`config.mk`:
```
export PLATFORM = sky130hd
export DESIGN_NAME = vt52_to_ansi_escape_translator_unit
export DESIGN_NICKNAME = d
export VERILOG_FILES = /design/src/design/vt52a_pkg.sv /design/src/design/vt52a_useq.sv /design/src/design/vt52_to_ansi_escape_translator_unit.sv
export SDC_FILE = /design/constraint.sdc
export NUM_CORES = 1
export LEC_CHECK = 0
export ABC_AREA = 1
export BUFFER_PORTS_ARGS = -buffer_cell sky130_fd_sc_hd__buf_2
export CAP_MARGIN = 20
export CORE_UTILIZATION = 23
export CTS_BUF_LIST = sky130_fd_sc_hd__clkbuf_8
export DETAILED_ROUTE_END_ITERATION = 7
export HOLD_SLACK_MARGIN = 0.06
export PLACE_DENSITY = 0.37
export SLEW_MARGIN = 20
export SYNTH_ARGS = -nofsm -noshare
export SYNTH_HDL_FRONTEND = slang
export SYNTH_SLANG_ARGS = --single-unit
export TNS_END_PERCENT = 30
```
`constraint.sdc`:
```
create_clock -name clk -period 3.1 [get_ports clk]
set_input_delay 0.465 -clock clk [delete_from_list [all_inputs] [get_ports clk]]
set_output_delay 0.465 -clock clk [all_outputs]
set_load 0.02 [all_outputs]
```
`src/design/vt52a_pkg.sv`:
```
// shared types, byte codes and the microcode rom for the vt52 to ansi translator
// used by vt52a_useq and vt52_to_ansi_escape_translator_unit, no dependencies
package vt52a_pkg;

  localparam int UADDR_W = 7;
  typedef logic [UADDR_W-1:0] uaddr_t;

  localparam logic [7:0] BYTE_ESC = 8'h1b;
  localparam logic [7:0] BYTE_CR  = 8'h0d;
  localparam logic [7:0] CMD_FG   = 8'h62;  // b
  localparam logic [7:0] CMD_BG   = 8'h63;  // c
  localparam logic [7:0] CMD_POS  = 8'h59;  // Y

  typedef enum logic [1:0] {SRC_LIT, SRC_IN, SRC_DIGIT} src_t;
  typedef enum logic [1:0] {OP_NEXT, OP_END, OP_JMP, OP_BRF} op_t;

  typedef struct packed {
    src_t          src;
    op_t           op;
    logic [7:0]    lit;
    uaddr_t        target;
  } ucode_t;

  typedef struct packed {
    logic          go;
    uaddr_t        addr;
    logic [7:0]    arg;
    logic          flag;
  } seq_start_t;

  typedef struct packed {
    logic          hit;
    uaddr_t        addr;
  } entry_t;

  // program entry points
  localparam uaddr_t UA_ECHO  = 7'd0;
  localparam uaddr_t UA_UP    = 7'd1;
  localparam uaddr_t UA_DOWN  = 7'd4;
  localparam uaddr_t UA_RIGHT = 7'd7;
  localparam uaddr_t UA_LEFT  = 7'd10;
  localparam uaddr_t UA_CLEAR = 7'd13;
  localparam uaddr_t UA_HOME  = 7'd20;
  localparam uaddr_t UA_EOS   = 7'd23;
  localparam uaddr_t UA_EOL   = 7'd26;
  localparam uaddr_t UA_BOS   = 7'd29;
  localparam uaddr_t UA_CUR_ON  = 7'd33;
  localparam uaddr_t UA_CUR_OFF = 7'd39;
  localparam uaddr_t UA_SAVE  = 7'd45;
  localparam uaddr_t UA_REST  = 7'd48;
  localparam uaddr_t UA_LINE  = 7'd51;
  localparam uaddr_t UA_BOL   = 7'd59;
  localparam uaddr_t UA_REV   = 7'd63;
  localparam uaddr_t UA_NORM  = 7'd67;
  localparam uaddr_t UA_COLOR = 7'd72;
  localparam uaddr_t UA_COLOR_BG    = 7'd75;
  localparam uaddr_t UA_COLOR_DIGIT = 7'd76;

  function automatic ucode_t uw(logic [7:0] b, op_t op);
    ucode_t w;
    w.src    = SRC_LIT;
    w.op     = op;
    w.lit    = b;
    w.target = '0;
    return w;
  endfunction

  function automatic ucode_t rom(uaddr_t a);
    ucode_t w;
    case (a)
      7'd0: begin
        w = uw(8'h00, OP_END);
        w.src = SRC_IN;
      end
      7'd1:  w = uw(BYTE_ESC, OP_NEXT);
      7'd2:  w = uw("[", OP_NEXT);
      7'd3:  w = uw("A", OP_END);
      7'd4:  w = uw(BYTE_ESC, OP_NEXT);
      7'd5:  w = uw("[", OP_NEXT);
      7'd6:  w = uw("B", OP_END);
      7'd7:  w = uw(BYTE_ESC, OP_NEXT);
      7'd8:  w = uw("[", OP_NEXT);
      7'd9:  w = uw("C", OP_END);
      7'd10: w = uw(BYTE_ESC, OP_NEXT);
      7'd11: w = uw("[", OP_NEXT);
      7'd12: w = uw("D", OP_END);
      7'd13: w = uw(BYTE_ESC, OP_NEXT);
      7'd14: w = uw("[", OP_NEXT);
      7'd15: w = uw("H", OP_NEXT);
      7'd16: w = uw(BYTE_ESC, OP_NEXT);
      7'd17: w = uw("[", OP_NEXT);
      7'd18: w = uw("2", OP_NEXT);
      7'd19: w = uw("J", OP_END);
      7'd20: w = uw(BYTE_ESC, OP_NEXT);
      7'd21: w = uw("[", OP_NEXT);
      7'd22: w = uw("H", OP_END);
      7'd23: w = uw(BYTE_ESC, OP_NEXT);
      7'd24: w = uw("[", OP_NEXT);
      7'd25: w = uw("J", OP_END);
      7'd26: w = uw(BYTE_ESC, OP_NEXT);
      7'd27: w = uw("[", OP_NEXT);
      7'd28: w = uw("K", OP_END);
      7'd29: w = uw(BYTE_ESC, OP_NEXT);
      7'd30: w = uw("[", OP_NEXT);
      7'd31: w = uw("1", OP_NEXT);
      7'd32: w = uw("J", OP_END);
      7'd33: w = uw(BYTE_ESC, OP_NEXT);
      7'd34: w = uw("[", OP_NEXT);
      7'd35: w = uw("?", OP_NEXT);
      7'd36: w = uw("2", OP_NEXT);
      7'd37: w = uw("5", OP_NEXT);
      7'd38: w = uw("h", OP_END);
      7'd39: w = uw(BYTE_ESC, OP_NEXT);
      7'd40: w = uw("[", OP_NEXT);
      7'd41: w = uw("?", OP_NEXT);
      7'd42: w = uw("2", OP_NEXT);
      7'd43: w = uw("5", OP_NEXT);
      7'd44: w = uw("l", OP_END);
      7'd45: w = uw(BYTE_ESC, OP_NEXT);
      7'd46: w = uw("[", OP_NEXT);
      7'd47: w = uw("s", OP_END);
      7'd48: w = uw(BYTE_ESC, OP_NEXT);
      7'd49: w = uw("[", OP_NEXT);
      7'd50: w = uw("u", OP_END);
      7'd51: w = uw(BYTE_ESC, OP_NEXT);
      7'd52: w = uw("[", OP_NEXT);
      7'd53: w = uw("2", OP_NEXT);
      7'd54: w = uw("K", OP_NEXT);
      7'd55: w = uw(BYTE_ESC, OP_NEXT);
      7'd56: w = uw("[", OP_NEXT);
      7'd57: w = uw("1", OP_NEXT);
      7'd58: w = uw("G", OP_END);
      7'd59: w = uw(BYTE_ESC, OP_NEXT);
      7'd60: w = uw("[", OP_NEXT);
      7'd61: w = uw("1", OP_NEXT);
      7'd62: w = uw("K", OP_END);
      7'd63: w = uw(BYTE_ESC, OP_NEXT);
      7'd64: w = uw("[", OP_NEXT);
      7'd65: w = uw("7", OP_NEXT);
      7'd66: w = uw("m", OP_END);
      7'd67: w = uw(BYTE_ESC, OP_NEXT);
      7'd68: w = uw("[", OP_NEXT);
      7'd69: w = uw("2", OP_NEXT);
      7'd70: w = uw("7", OP_NEXT);
      7'd71: w = uw("m", OP_END);
      // color: flag selects background
      7'd72: w = uw(BYTE_ESC, OP_NEXT);
      7'd73: begin
        w = uw("[", OP_BRF);
        w.target = UA_COLOR_BG;
      end
      7'd74: begin
        w = uw("3", OP_JMP);
        w.target = UA_COLOR_DIGIT;
      end
      7'd75: w = uw("4", OP_NEXT);
      7'd76: begin
        w = uw("0", OP_NEXT);
        w.src = SRC_DIGIT;
      end
      7'd77: w = uw("m", OP_END);
      default: w = uw(8'h00, OP_END);
    endcase
    return w;
  endfunction

  // command letter to program entry, no hit for silent or unknown letters
  function automatic entry_t entry_of(logic [7:0] c);
    entry_t e;
    e.hit = 1'b1;
    case (c)
      "A":     e.addr = UA_UP;
      "B":     e.addr = UA_DOWN;
      "C":     e.addr = UA_RIGHT;
      "D":     e.addr = UA_LEFT;
      "E":     e.addr = UA_CLEAR;
      "H":     e.addr = UA_HOME;
      "I":     e.addr = UA_UP;
      "J":     e.addr = UA_EOS;
      "K":     e.addr = UA_EOL;
      "d":     e.addr = UA_BOS;
      "e":     e.addr = UA_CUR_ON;
      "f":     e.addr = UA_CUR_OFF;
      "j":     e.addr = UA_SAVE;
      "k":     e.addr = UA_REST;
      "l":     e.addr = UA_LINE;
      "o":     e.addr = UA_BOL;
      "p":     e.addr = UA_REV;
      "q":     e.addr = UA_NORM;
      default: begin
        e.hit  = 1'b0;
        e.addr = UA_ECHO;
      end
    endcase
    return e;
  endfunction

endpackage

```
`src/design/vt52a_useq.sv`:
```
// microcode sequencer: steps through the rom and emits one output beat per step
// depends on vt52a_pkg (control word, start struct, rom function)
module vt52a_useq (
  input  logic                   clk,
  input  logic                   rst,
  input  vt52a_pkg::seq_start_t  start,
  output logic                   busy,
  output logic                   m_axis_tvalid,
  input  logic                   m_axis_tready,
  output logic [7:0]             m_axis_tdata,   // [7:0] out_byte
  output logic                   m_axis_tlast    // last_byte
);

  vt52a_pkg::uaddr_t step;
  vt52a_pkg::uaddr_t step_next;
  logic [7:0]        arg;
  logic              flag;
  vt52a_pkg::ucode_t word;
  logic [7:0]        byte_out;
  logic              adv;

  assign word = vt52a_pkg::rom(step);
  assign adv  = busy && (!m_axis_tvalid || m_axis_tready);

  always_comb begin
    case (word.src)
      vt52a_pkg::SRC_IN:    byte_out = arg;
      vt52a_pkg::SRC_DIGIT: byte_out = {5'b00110, arg[2:0]};
      default:              byte_out = word.lit;
    endcase
  end

  always_comb begin
    case (word.op)
      vt52a_pkg::OP_JMP: step_next = word.target;
      vt52a_pkg::OP_BRF: step_next = flag ? word.target : step + vt52a_pkg::uaddr_t'(1);
      vt52a_pkg::OP_END: step_next = step;
      default:           step_next = step + vt52a_pkg::uaddr_t'(1);
    endcase
  end

  always_ff @(posedge clk) begin
    if (rst) begin
      busy          <= 1'b0;
      m_axis_tvalid <= 1'b0;
    end else begin
      if (start.go) begin
        busy <= 1'b1;
        step <= start.addr;
        arg  <= start.arg;
        flag <= start.flag;
      end else if (adv) begin
        step <= step_next;
        if (word.op == vt52a_pkg::OP_END) begin
          busy <= 1'b0;
        end
      end
      if (adv) begin
        m_axis_tvalid <= 1'b1;
        m_axis_tdata  <= byte_out;
        m_axis_tlast  <= (word.op == vt52a_pkg::OP_END);
      end else if (m_axis_tready) begin
        m_axis_tvalid <= 1'b0;
      end
    end
  end

`ifndef ASSERT_OFF
  a_start_idle: assert property (@(posedge clk) disable iff (rst)
    start.go |-> !busy)
    else $error("program started while sequencer busy");

  a_end_frees: assert property (@(posedge clk) disable iff (rst)
    (adv && word.op == vt52a_pkg::OP_END) |=> !busy)
    else $error("sequencer still busy after end step");

  a_idle_last: assert property (@(posedge clk) disable iff (rst)
    (m_axis_tvalid && !busy) |-> m_axis_tlast)
    else $error("held beat without busy sequencer is not marked last");
`endif

endmodule

```
`src/design/vt52_to_ansi_escape_translator_unit.sv`:
```
// top level of the vt52 to ansi escape translator: escape parser and config register
// depends on vt52a_pkg and vt52a_useq
//
// Takes one terminal byte per input beat and emits its ansi translation as
// 0 to 8 output beats, tlast on the final one. A byte that emits output holds
// the input until the microcode sequencer, which sets the rate, has issued its
// last byte; it reads one control word and emits one byte per step, stalling
// while the output stalls. Bytes that emit nothing (cr, esc, silent commands,
// arguments of Y) do not hold the input. The user must write passthrough_mode
// through cfg_we/cfg_wdata only while idle; the block does not enforce it.
module vt52_to_ansi_escape_translator_unit (
  input  logic       clk,
  input  logic       rst,
  input  logic       cfg_we,
  input  logic       cfg_wdata,      // passthrough_mode
  input  logic       s_axis_tvalid,
  output logic       s_axis_tready,
  input  logic [7:0] s_axis_tdata,   // [7:0] in_byte
  output logic       m_axis_tvalid,
  input  logic       m_axis_tready,
  output logic [7:0] m_axis_tdata,   // [7:0] out_byte
  output logic       m_axis_tlast    // last_byte
);

  typedef enum logic [1:0] {ST_NORMAL, ST_ESCAPED, ST_ARGUMENT, ST_COLUMN} parse_t;

  parse_t                 state;
  parse_t                 state_next;
  logic [7:0]             pending;
  logic [7:0]             pending_next;
  logic                   passthrough_mode;
  logic                   busy;
  logic                   acc;
  logic                   go;
  vt52a_pkg::entry_t      ent;
  vt52a_pkg::seq_start_t  start;

  assign s_axis_tready = !busy;
  assign acc           = s_axis_tvalid && s_axis_tready;
  assign ent           = vt52a_pkg::entry_of(s_axis_tdata);

  always_comb begin
    state_next   = state;
    pending_next = pending;
    go           = 1'b0;
    start.addr   = vt52a_pkg::UA_ECHO;
    start.arg    = s_axis_tdata;
    start.flag   = 1'b0;
    if (passthrough_mode) begin
      go = 1'b1;
    end else begin
      case (state)
        ST_NORMAL: begin
          if (s_axis_tdata == vt52a_pkg::BYTE_ESC) begin
            state_next = ST_ESCAPED;
          end else if (s_axis_tdata != vt52a_pkg::BYTE_CR) begin
            go = 1'b1;
          end
        end
        ST_ESCAPED: begin
          pending_next = s_axis_tdata;
          if (s_axis_tdata inside {vt52a_pkg::CMD_FG, vt52a_pkg::CMD_BG,
                                   vt52a_pkg::CMD_POS}) begin
            state_next = ST_ARGUMENT;
          end else begin
            state_next = ST_NORMAL;
            go         = ent.hit;
            start.addr = ent.addr;
          end
        end
        ST_ARGUMENT: begin
          pending_next = s_axis_tdata;
          state_next   = ST_NORMAL;
          if (pending == vt52a_pkg::CMD_POS) begin
            state_next = ST_COLUMN;
          end else if (pending inside {vt52a_pkg::CMD_FG, vt52a_pkg::CMD_BG}) begin
            go         = 1'b1;
            start.addr = vt52a_pkg::UA_COLOR;
            start.flag = (pending == vt52a_pkg::CMD_BG);
          end
        end
        default: state_next = ST_NORMAL;
      endcase
    end
    start.go = acc && go;
  end

  always_ff @(posedge clk) begin
    if (rst) begin
      state            <= ST_NORMAL;
      pending          <= '0;
      passthrough_mode <= 1'b0;
    end else begin
      if (cfg_we) begin
        passthrough_mode <= cfg_wdata;
      end
      if (acc && !passthrough_mode) begin
        state   <= state_next;
        pending <= pending_next;
      end
    end
  end

  vt52a_useq u_seq (
    .clk           (clk),
    .rst           (rst),
    .start         (start),
    .busy          (busy),
    .m_axis_tvalid (m_axis_tvalid),
    .m_axis_tready (m_axis_tready),
    .m_axis_tdata  (m_axis_tdata),
    .m_axis_tlast  (m_axis_tlast)
  );

`ifndef ASSERT_OFF
  a_pass_keeps_state: assert property (@(posedge clk) disable iff (rst)
    (acc && passthrough_mode) |=> $stable(state) && $stable(pending))
    else $error("passthrough beat changed parser state");

  a_column_done: assert property (@(posedge clk) disable iff (rst)
    (acc && !passthrough_mode && state == ST_COLUMN) |=> state == ST_NORMAL)
    else $error("parser did not return to normal after column byte");

  a_pos_to_column: assert property (@(posedge clk) disable iff (rst)
    (acc && !passthrough_mode && state == ST_ARGUMENT && pending == vt52a_pkg::CMD_POS)
      |=> state == ST_COLUMN && !busy)
    else $error("row byte of cursor position mishandled");
`endif

endmodule

```
==> impl_summary.md <==
Outcome
The flow ran to the end, and the final reports show no timing, DRC or antenna violations.

Routing
For this block, the initial DRC count from the detailed router was 374. In this run the remaining antenna-violating nets after routing total 0. The detail-routed net length per standard cell is around 14 um. The average vias per placed instance is 4.557. The via count of the routed design is 4274. The residual DRC count is 0.

The total iterations of the first detailed-routing run is 5. Summed over all layers, the routed wires come to 13.27 mm.

Yosys
The synthesized area per cell is 6.825 sq um. The most used flip-flop cell after synthesis is sky130_fd_sc_hd__dfxtp_1. The part of the Yosys area used for sequential elements is 31.62%. Yosys printed 0 warnings. The synthesized netlist contains 39 unique library cells. The post-synthesis register bit count is 51. After synthesis the cells add up to 4020 sq um. The number of standard cells after synthesis is 589. The share of synthesized registers carrying an async set or reset is 0%. The synthesized net count is 621. Yosys mapped a number of flops with a built-in enable equal to 25.

CTS
The count of H-tree levels built during CTS is 2. The TritonCTS buffer count is 5. Buffers inserted to repair hold after CTS numbered 0.

The tree is rooted in a sky130_fd_sc_hd__clkbuf_8. The insertion delay to the later sink of the worst-skew pair is ~0.33 ns. The CTS clock-pin slew for the worst setup and hold paths is approximately 0.11 ns. The worst-case clock buffer depth is 2. The CTS sink count is 51. The TritonCTS clock tree is done.

Global route
The number of antenna violations at the first check in global routing is 0. The global-route wire length before repair is 21.47 mm. The largest net degree at the start of global routing is 19.

The global-route usage over all layers is 15.31%. The number of global-route vias before repair is 4165. The total overflow reported by the global router is 0.

Floorplan
The row count is between 40 and 50. The effective utilization at floorplan is 23.90%. The die covers around 18000 sq um. The I/O pin count is 25. The die span in x is 134.2 um.

The core region is 16820 sq um. Measured along the y axis, the die boundary spans around 130 um.

Critical path
The worst setup path is captured at a flop. The worst path required time is 3.33 ns. STA classifies the critical path startpoint as a flop. The maximum fanout count along the critical path is 6.

The arrival time of data at the critical path endpoint is 3.09 ns. The worst setup path is of the reg -> reg kind.

Timing
Subtracting the final worst setup slack from the clock period gives approximately 2.9 ns. Setup repair after global routing could not meet its margin everywhere. Measured against its own limit, the worst slew margin works out to 62.56%.

Timing would allow up to 349.0 MHz. The ratio of final minimum period to clock period is 92.42%. The slack of the critical path is between 0.2 and 0.25 ns. The final number of max-transition violations is 0. The number of hold-slack violations in the final timing report was 0.

The actual slew at the worst max-slew pin is 0.5615 ns. The final worst clock skew is 0.005607 ns. Setup violations remaining at the end of the flow were counted as 0. For the final routed database, the setup TNS stands at 0 ns.

Layout
The top cell types in the final layout, fill and taps aside, are sky130_fd_sc_hd__nand2_1 (163), sky130_fd_sc_hd__buf_4 (109), sky130_fd_sc_hd__nand3_1 (81), sky130_fd_sc_hd__inv_1 (58), sky130_fd_sc_hd__nor2_1 (50). At the end of the flow, the number of nets in the layout was 749. After filler insertion, the fill cell instance count of the layout stands at about 1900.

The flip-flop and latch area is 1274 sq um. The fraction of final layout cells with drive strength greater than 1 is 31.34%. The antenna diode count is 0. The library cell used most frequently in the layout, excluding fill and tap cells, is sky130_fd_sc_hd__nand2_1. In the final layout, the multi-input gates occupy 2466 sq um. The utilization after layout is 31.75%. The area growth from synthesis to layout is 32.84%.

Power
For this design the static power due to leakage is 0.002573 uW. In this run the power density over the cells is 496.0 nW/um^2. VDD sags by at most 202.6 uV.

Worst hold path
The worst hold-check path type is in -> reg.

Placement
The wire-length estimate of the detail-placed layout is 10.68 mm. The post-placement worst setup slack is -0.2413 ns. At the end of routability-driven placement, the weighted congestion stood at 0.9255. The number of port buffers is 24.

Run
The count of max-cap constraint violations is 0.
[flip-flops by register name, indices dropped and copies added, names as in the netlist]
signal / flops
u_seq.m_axis_tvalid: 1
u_seq.word: 13
u_seq.m_axis_tdata: 8
u_seq.flag: 1
u_seq.arg: 8
u_seq.m_axis_tlast: 1
pending: 8
passthrough_mode: 1
state: 2
u_seq.step: 7
u_seq.busy: 1
[layer usage]
metal | share of wire, % | GRT usage [%]
met2 | 44 | 24.24
met5 | 0 | 0
met4 | 2.9 | 5.930
met3 | 4.4 | 2.343
met1 | 49 | 20.82
[cell type report]
cell class / count / share of cell area, %
Clock inverter: 3 / 0.5389
Clock buffer: 5 / 1.289
Inverter: 67 / 4.827
Multi-Input combinational cell: 457 / 46.18
Sequential cell: 51 / 23.85
Tap cell: 220 / 5.155
Timing Repair Buffer: 135 / 18.16
[logic make-up after synthesis]
logic type / Yosys count / share of synthesized area (%)
AND/OR/NAND/NOR: 370 / 43.17
buffers and inverters: 81 / 9.555
AO/OA/AOI/OAI: 67 / 9.617
flip-flops: 51 / 31.62
adder cells (fa/ha/maj): 18 / 5.602
XOR/XNOR: 2 / 0.4358
[stage by stage]
step	instances	hold slack [ns]	cell area, sq um	total power (uW)
after CTS	936	0.3426	5221	2630
after detailed placement	928	0.4779	5124	2180
after global placement	928	0.4593	5124	2202
after global routing	938	0.4022	5340	2844
final	938	0.3570	5340	2649
after floorplan	589	0.4471	4028	1638
[worst paths after layout]
check / cells after the start / endpoint / from / slack (ns)
setup / recovery: 23 / u_seq.word[15] / state[0] / 0.23
hold / removal: 3 / passthrough_mode / cfg_wdata / 0.36
setup reg to reg: 23 / u_seq.word[15] / state[0] / 0.23
hold reg to reg: 2 / u_seq.busy / u_seq.busy / 0.49
[Yosys cell counts, types with 3 or more instances]
cell type / n / area (sq um)
sky130_fd_sc_hd__nand3_1: 83 / 415.4
sky130_fd_sc_hd__a22oi_1: 3 / 22.52
sky130_fd_sc_hd__nor4_1: 4 / 25.02
sky130_fd_sc_hd__nand2_1: 166 / 623.1
sky130_fd_sc_hd__a21oi_1: 26 / 130.1
sky130_fd_sc_hd__nand2_2: 22 / 137.6
sky130_fd_sc_hd__nand4_1: 7 / 43.79
sky130_fd_sc_hd__edfxtp_1: 25 / 750.7
sky130_fd_sc_hd__nand2_4: 7 / 78.83
sky130_fd_sc_hd__nand3_2: 6 / 60.06
sky130_fd_sc_hd__o21ai_1: 3 / 15.01
sky130_fd_sc_hd__inv_1: 60 / 225.2
sky130_fd_sc_hd__inv_2: 5 / 18.77
sky130_fd_sc_hd__buf_6: 6 / 67.56
sky130_fd_sc_hd__nor3_1: 5 / 25.02
sky130_fd_sc_hd__nor2_2: 6 / 37.54
sky130_fd_sc_hd__o21ai_0: 21 / 105.1
sky130_fd_sc_hd__nor2_1: 54 / 202.7
sky130_fd_sc_hd__nor2_4: 3 / 33.78
sky130_fd_sc_hd__o21ai_2: 5 / 43.79
sky130_fd_sc_hd__dfxtp_1: 26 / 520.5
sky130_fd_sc_hd__o211ai_1: 4 / 30.03
sky130_fd_sc_hd__ha_1: 18 / 225.2
[critical path: stages, from the launching register on]
cell	delay, ns
sky130_fd_sc_hd__dfxtp_2	0.34
sky130_fd_sc_hd__inv_1	0.07
sky130_fd_sc_hd__ha_2	0.18
sky130_fd_sc_hd__inv_1	0.07
sky130_fd_sc_hd__nor3_2	0.14
sky130_fd_sc_hd__nand4_1	0.12
sky130_fd_sc_hd__o21ai_1	0.10
sky130_fd_sc_hd__inv_1	0.06
sky130_fd_sc_hd__nand2_2	0.08
sky130_fd_sc_hd__nand2_2	0.06
sky130_fd_sc_hd__nand2_4	0.09
sky130_fd_sc_hd__buf_4	0.13
sky130_fd_sc_hd__nand3_1	0.07
sky130_fd_sc_hd__nand2_1	0.09
sky130_fd_sc_hd__nand2_2	0.07
sky130_fd_sc_hd__nand2_4	0.11
sky130_fd_sc_hd__clkinvlp_4	0.20
sky130_fd_sc_hd__ha_4	0.22
sky130_fd_sc_hd__inv_1	0.05
sky130_fd_sc_hd__nor2_1	0.06
sky130_fd_sc_hd__o21ai_2	0.19
sky130_fd_sc_hd__nand3_1	0.11
sky130_fd_sc_hd__nand2_1	0.10
sky130_fd_sc_hd__nand2_1	0.06
[where the power goes]
part	internal (uW)	switching, uW
combinational	552	788
clock	168	268
sequential	813	59.8
total	1530	1120
[what timing repair did]
action / 4_1_cts / 5_1_grt
endpoints found under the setup margin: 0 / 11
resized for setup: 0 / 28
buffers inserted: 0 / 2
Note: power is estimated with default switching activity, not from simulation.
